## src/hdl/t2c_pkg.sv

```systemverilog
// Shared types, marker codes and letter tables for the transliteration decoder.
// No dependencies.
`timescale 1ns / 1ps

package t2c_pkg;

    localparam logic [7:0] MARK_PAIR   = 8'h12;
    localparam logic [7:0] MARK_TRIPLE = 8'h13;
    localparam logic [7:0] MARK_LATIN  = 8'h14;
    localparam logic [7:0] MARK_CYRIL  = 8'h15;

    localparam logic [7:0] CH_BACKTICK = 8'h60;
    localparam logic [7:0] CH_QUERY    = 8'h3f;
    localparam logic [7:0] CYR_HARD    = 8'hfa;
    localparam logic [7:0] CYR_SHCH    = 8'hf9;
    localparam logic [7:0] CYR_SOFT    = 8'hfc;
    localparam logic [7:0] CYR_YO      = 8'hb8;
    localparam logic [7:0] CYR_YO_UP   = 8'ha8;
    localparam logic [7:0] CYR_YA      = 8'hff;
    localparam logic [7:0] CYR_YU      = 8'hfe;
    localparam logic [7:0] CYR_YERU    = 8'hfb;
    localparam logic [7:0] CASE_MASK   = 8'hdf;

    localparam logic [1:0] PEND_PAIR   = 2'd2;
    localparam logic [1:0] PEND_TRIPLE = 2'd3;

    typedef struct packed {
        logic       latin_mode;
        logic [1:0] bytes_pending;
        logic       triple_seq;
        logic [7:0] first_seq_byte;
        logic [7:0] previous_letter;
    } dec_state_t;

    function automatic logic is_up(input logic [7:0] c);
        return (c >= 8'h41) && (c <= 8'h5a);
    endfunction

    function automatic logic is_low(input logic [7:0] c);
        return (c >= 8'h61) && (c <= 8'h7a);
    endfunction

    function automatic logic [7:0] to_low(input logic [7:0] c);
        return is_up(c) ? (c | 8'h20) : c;
    endfunction

    function automatic logic [7:0] cyr_upper(input logic [7:0] c);
        return (c == CYR_YO) ? CYR_YO_UP : (c & CASE_MASK);
    endfunction

    // a..z, indexed from zero
    function automatic logic [7:0] letter_map(input logic [4:0] idx);
        logic [7:0] r;
        case (idx)
            5'd0:    r = 8'he0;
            5'd1:    r = 8'he1;
            5'd2:    r = 8'hf6;
            5'd3:    r = 8'he4;
            5'd4:    r = 8'he5;
            5'd5:    r = 8'hf4;
            5'd6:    r = 8'he3;
            5'd7:    r = 8'hf5;
            5'd8:    r = 8'he8;
            5'd9:    r = 8'he9;
            5'd10:   r = 8'hea;
            5'd11:   r = 8'heb;
            5'd12:   r = 8'hec;
            5'd13:   r = 8'hed;
            5'd14:   r = 8'hee;
            5'd15:   r = 8'hef;
            5'd16:   r = CH_QUERY;
            5'd17:   r = 8'hf0;
            5'd18:   r = 8'hf1;
            5'd19:   r = 8'hf2;
            5'd20:   r = 8'hf3;
            5'd21:   r = 8'he2;
            5'd22:   r = CH_QUERY;
            5'd23:   r = 8'hf5;
            5'd24:   r = 8'hfb;
            5'd25:   r = 8'he7;
            default: r = CH_QUERY;
        endcase
        return r;
    endfunction

endpackage

```

## src/hdl/t2c_decode.sv

```systemverilog
// Combinational decode of one byte against the current decoder state.
// Depends on t2c_pkg.
`timescale 1ns / 1ps

module t2c_decode
    import t2c_pkg::*;
(
    input  logic [7:0] in_byte,
    input  dec_state_t state,
    output dec_state_t state_next,
    output logic       emit,
    output logic [7:0] result
);

    logic [7:0] first;
    logic [7:0] pair_r;
    logic [7:0] single_r;
    logic [7:0] map_r;
    logic [1:0] total;

    assign total = state.triple_seq ? PEND_TRIPLE : PEND_PAIR;
    assign first = state.first_seq_byte;
    assign map_r = letter_map(in_byte[4:0] - 5'd1);

    always_comb
    begin
        pair_r = CH_QUERY;
        if (first == CH_BACKTICK)
        begin
            pair_r = is_up(state.previous_letter) ? cyr_upper(CYR_HARD) : CYR_HARD;
        end
        else
        begin
            case (to_low(first))
                8'h7a:   pair_r = 8'he6;
                8'h63:   pair_r = 8'hf7;
                8'h73:   pair_r = 8'hf8;
                8'h65:   pair_r = 8'hfd;
                8'h79:
                begin
                    if (in_byte == 8'h61)
                        pair_r = CYR_YA;
                    else if (in_byte == CH_BACKTICK)
                        pair_r = CYR_YERU;
                    else if (in_byte == 8'h6f)
                        pair_r = CYR_YO;
                    else
                        pair_r = CYR_YU;
                end
                default: pair_r = CH_QUERY;
            endcase
            if (pair_r != CH_QUERY && is_up(first))
                pair_r = cyr_upper(pair_r);
        end
    end

    always_comb
    begin
        if (is_up(in_byte) || is_low(in_byte))
            single_r = (map_r == CH_QUERY || !is_up(in_byte)) ? map_r : cyr_upper(map_r);
        else if (in_byte == CH_BACKTICK)
            single_r = is_up(state.previous_letter) ? cyr_upper(CYR_SOFT) : CYR_SOFT;
        else
            single_r = in_byte;
    end

    always_comb
    begin
        state_next = state;
        emit       = 1'b0;
        result     = in_byte;
        if (state.bytes_pending != 2'd0)
        begin
            if (state.bytes_pending == total)
                state_next.first_seq_byte = in_byte;
            state_next.bytes_pending = state.bytes_pending - 2'd1;
            if (state.bytes_pending == 2'd1)
            begin
                emit = 1'b1;
                if (state.triple_seq)
                    result = is_up(first) ? cyr_upper(CYR_SHCH) : CYR_SHCH;
                else
                    result = pair_r;
                state_next.previous_letter = first;
            end
        end
        else if (state.latin_mode)
        begin
            if (in_byte == MARK_CYRIL)
                state_next.latin_mode = 1'b0;
            else
                emit = 1'b1;
        end
        else
        begin
            case (in_byte)
                MARK_PAIR:
                begin
                    state_next.triple_seq    = 1'b0;
                    state_next.bytes_pending = PEND_PAIR;
                end
                MARK_TRIPLE:
                begin
                    state_next.triple_seq    = 1'b1;
                    state_next.bytes_pending = PEND_TRIPLE;
                end
                MARK_LATIN: state_next.latin_mode = 1'b1;
                MARK_CYRIL: state_next.latin_mode = 1'b0;
                default:
                begin
                    emit                       = 1'b1;
                    result                     = single_r;
                    state_next.previous_letter = in_byte;
                end
            endcase
        end
    end

endmodule

```

## src/hdl/translit_to_cp1251_decoder.sv

```systemverilog
// Path: input register, then result register, from input beat to output beat.
// Throughput: one beat per cycle while in_stall is low; marker and sequence bytes that give no output
// retire even while the output is stalled.
// Reset: rst_n asynchronous, active low; Cyrillic mode, no open sequence, both
// registers empty.
`timescale 1ns / 1ps

module translit_to_cp1251_decoder
    import t2c_pkg::*;
(
    input  logic       clk,
    input  logic       rst_n,
    input  logic       in_valid,
    output logic       in_stall,
    input  logic [7:0] in_byte,
    output logic       out_valid,
    input  logic       out_stall,
    output logic [7:0] out_byte
);

    logic       s1_valid_reg;
    logic [7:0] s1_byte_reg;
    dec_state_t st_reg;
    dec_state_t st_next;
    logic       out_valid_reg;
    logic [7:0] out_byte_reg;
    logic       emit;
    logic [7:0] result;
    logic       out_free;
    logic       s1_fire;

    t2c_decode u_decode (
        .in_byte    (s1_byte_reg),
        .state      (st_reg),
        .state_next (st_next),
        .emit       (emit),
        .result     (result)
    );

    assign out_free  = !out_valid_reg || !out_stall;
    assign s1_fire   = s1_valid_reg && (!emit || out_free);
    assign in_stall  = s1_valid_reg && !s1_fire;
    assign out_valid = out_valid_reg;
    assign out_byte  = out_byte_reg;

    always_ff @(posedge clk or negedge rst_n)
    begin
        if (!rst_n)
        begin
            s1_valid_reg  <= 1'b0;
            out_valid_reg <= 1'b0;
            st_reg        <= '0;
        end
        else
        begin
            if (!in_stall)
                s1_valid_reg <= in_valid;
            if (s1_fire)
                st_reg <= st_next;
            if (s1_fire && emit)
                out_valid_reg <= 1'b1;
            else if (!out_stall)
                out_valid_reg <= 1'b0;
        end
    end

    always_ff @(posedge clk)
    begin
        if (in_valid && !in_stall)
            s1_byte_reg <= in_byte;
        if (s1_fire && emit)
            out_byte_reg <= result;
    end

`ifndef SYNTHESIS
    a_latin_no_seq: assert property (@(posedge clk) disable iff (!rst_n)
        st_reg.latin_mode |-> st_reg.bytes_pending == 2'd0)
        else $error("sequence open in latin mode");
    a_triple_pending: assert property (@(posedge clk) disable iff (!rst_n)
        st_reg.bytes_pending == PEND_TRIPLE |-> st_reg.triple_seq)
        else $error("three pending without triple sequence");
    a_emit_lands: assert property (@(posedge clk) disable iff (!rst_n)
        s1_fire && emit |=> out_valid_reg && out_byte_reg == $past(result))
        else $error("decoded beat lost");
    a_stall_cause: assert property (@(posedge clk) disable iff (!rst_n)
        in_stall |-> s1_valid_reg && emit && out_valid_reg && out_stall)
        else $error("input stalled without cause");
`endif

endmodule
```

## config.mk

```make
export PLATFORM = sky130hd
export DESIGN_NAME = translit_to_cp1251_decoder
export DESIGN_NICKNAME = d
export VERILOG_FILES = /design/src/hdl/t2c_pkg.sv /design/src/hdl/t2c_decode.sv /design/src/hdl/translit_to_cp1251_decoder.sv
export SDC_FILE = /design/constraint.sdc
export NUM_CORES = 1
export LEC_CHECK = 0
export ABC_AREA = 1
export BUFFER_PORTS_ARGS = -buffer_cell sky130_fd_sc_hd__buf_4
export CAP_MARGIN = 10
export CORE_AREA = 2 2 70 88
export CTS_CLUSTER_SIZE = 12
export DETAILED_ROUTE_END_ITERATION = 6
export DIE_AREA = 0 0 72 90
export HOLD_SLACK_MARGIN = 0.12
export PLACE_DENSITY = 0.75
export SLEW_MARGIN = 40
export SYNTH_ARGS = -nofsm -noshare
export SYNTH_HDL_FRONTEND = slang
export SYNTH_SLANG_ARGS = --single-unit
export TNS_END_PERCENT = 100
```

## constraint.sdc

```tcl
create_clock -name clk -period 2.7 [get_ports clk]
set_clock_uncertainty 0.05 [all_clocks]
set_input_delay 0.675 -clock clk [delete_from_list [all_inputs] [get_ports clk]]
set_output_delay 0.675 -clock clk [all_outputs]
set_load 0.02 [all_outputs]
```

==> impl_metrics.yaml <==
status:
  status: "completed"
worst_setup_path:
  arrival_ps: 1950
  required_ps: 1980
  critPathLaunchType: "flip-flop"
  crit_path_end_kind: "output pin"
  path_class: "reg -> out"
  crit_fanout: 5
logic_synthesis:
  synth_common_cells: "108 x nand2_1, 37 x inv_1, 32 x nor2_1"
  yosys.area.top_type: "dfrtp_1"
  synth.avg_cell_area_um2: 7.156
  syn_inst: 385
  syn_nets: 405
  synth_seq_cells: 38
  yosysMostFrequentCell: "nand2_1"
  synth_cell_types: 43
  synth_ff_type: "dfrtp_1"
  synthTopCellsByArea: "dfrtp_1 20%, edfxtp_1 17%, nand2_1 15%"
  synth_edf_count: 16
  syn_area_um2: 2755
  async_reset_ff_share_pct: 57.89
  synth_top_area_share_pct: 19.98
  yosysWarningCount: 0
  seq_area_frac_synth_pct: 37.42
clock_network:
  clk_path_buf_depth: 2
  cts_made_buffers: 5
  cts_tree: "done"
  h-tree-depth: 2
  clock-sinks: 38
  cts.clk_slew.worst_paths_ps: 80
  clock_latency_ps: 300
  cts_root_buffer: "clkbuf_8"
route:
  dr.pass1.iters: 4
  vias: 2756
  viasPerCell: 5.534
  final_antenna_net_count: 0
  post-route-drc-count: 0
  drtIter0Drc: 193
  wl_per_cell_um: 14.63
  drt-total-wl_um: 7286
sta:
  relSlewSlack_pct: 55.70
  setup_violations: 0
  holdWs_ps: 206.5
  min_period_ps: 2675
  tightest_slew_ps: 658.5
  fmax_mhz: 373.8
  fin_crit_sh_pct: 99.09
  rsz0062_at_grt: "true"
  finalHoldViolations: 0
  slew_viol_final: 0
  setup_tns_ps: 0
global_routing:
  grt_pass1_wl_um: 11800
  globalRouteMet1Util_pct: 26.99
  grt_max_degree: 23
  grt.busiest_layer: "met2"
  first_global_vias: 2653
  antenna_found_initial: 0
  overflow: 0
  met3_usage_pct: 3.363
  grt.total_usage_pct: 22.88
  use_met2_pct: 39.51
final_layout:
  largest_reg_flops: 20
  final_area_um2: 3356
  layout.nets: 451
  n_antenna_cell: 0
  drive_gt1_share_pct: 22.92
  area_growth_pct: 21.80
placed_design:
  dp_hpwl_um: 5323
  io_buffers: 21
  place_congestion: 0.9789
  placed_cell_area_um2: 2994
die:
  coreArea_um2: 5702
  io_pins: 22
  core.rowCount: 31
  initial_utilization_pct: 48.32
  die_h_um: 90
  dieWidth_um: 72
  dieArea_um2: 6480
pwr:
  irDropWorstVdd_uv: 267.2
  leakagePower_nw: 1.545
  powerDensity_nw_per_um2: 537.7
min_path:
  hp-class: "in -> async"
run:
  cap_violations: 0
layout by cell type, fill, tap and decap left out, types with 2 or more instances in the layout:
master    count
a21oi_1       6
a31oi_1       3
buf_4        46
clkbuf_8      6
dfrtp_1      22
edfxtp_1     16
ha_1          4
ha_4          4
inv_1        36
inv_2        12
inv_4         2
nand2_1     106
nand2_2       8
nand3_1      24
nand3_2       4
nand3b_1      2
nand4_1      10
nor2_1       29
nor2_2        5
nor2_4        2
nor3_1        6
nor4_1        2
o211ai_1      6
o21ai_0      26
o21ai_1      20
o22ai_1       3
xor2_2        2
cell families after synthesis:
logic type / count (synthesis) / share of synthesized area (%)
compound gates: 71 / 14.53
xor+xnor: 3 / 1.499
buf+inv: 59 / 8.719
fa+ha+maj: 8 / 3.633
simple gates: 206 / 34.20
flops: 38 / 37.42
worst max-delay path: stages, from the launching register on:
cell      delay, ps
edfxtp_1        530
ha_4            240
o211ai_2        210
nand3_2         150
nand3_2          90
nand2_2          50
inv_2            70
nand3_4          80
nor2_4          130
buf_6           120
report_power, final:
group / switching (mW) / internal (mW) / total, mW / leakage, nW
Combinational: 0.348 / 0.213 / 0.561 / 1.05
Clock: 0.212 / 0.264 / 0.476 / 0.0566
Sequential: 0.0570 / 0.710 / 0.767 / 0.435
Total: 0.617 / 1.19 / 1.80 / 1.55
path summary, 6_finish.rpt:
kind | start | end | slack, ps | cells past startpoint
min in group clk | st_reg[6]$_DFFE_PN0P_ | st_reg[6]$_DFFE_PN0P_ | 450 | 2
max in group asynchronous | rst_n | out_valid$_DFFE_PN0P_ | 2150 | 1
hold reg to reg | st_reg[6]$_DFFE_PN0P_ | st_reg[6]$_DFFE_PN0P_ | 450 | 2
setup reg to reg | s1_byte_reg[1]$_DFFE_PP_ | out_byte[2]$_DFFE_PP_ | 140 | 12
setup / recovery | s1_byte_reg[1]$_DFFE_PP_ | in_stall | 20 | 9
hold / removal | rst_n | st_reg[14]$_DFFE_PN0P_ | 210 | 1
timing repair:
action / 4_1_cts / 5_1_grt
hold buffers: 0 / 0
setup buffers: 10 / 10
pin swaps: 2 / 5
setup endpoints to repair: 1 / 5
cloned: 0 / 0
gates resized for setup: 6 / 16
layout make-up:
| cell class | count | area, um2 |
|---|---|---|
| clock buffers | 8 | 111.4 |
| fillers | 510 | 2346 |
| inverters | 51 | 196.4 |
| multi-input cells | 288 | 1578 |
| flip-flops and latches | 38 | 1031 |
| well taps | 66 | 82.58 |
| repair buffers | 47 | 356.6 |
metal layers:
layer / wire, um / vias up
li1: - / 1375
met1: 2908 / 1238
met2: 3624 / 114
met3: 442 / 29
met4: 310 / 0
met5: 0 / -
metrics by stage:
| step | total power [mW] | std cells | utilization (%) | setup WS (ps) |
|---|---|---|---|---|
| floorplan | 1.139 | 385 | - | 244.0 |
| global placement | 1.273 | 470 | 52.51 | 241.2 |
| detailed placement | 1.284 | 470 | 52.51 | 179.1 |
| CTS | 1.776 | 488 | 56.09 | 15.03 |
| global route | 1.911 | 498 | 58.85 | -73.57 |
| finish | 1.804 | 498 | 58.85 | 24.55 |
No activity file was read; power rests on OpenSTA's default activity.
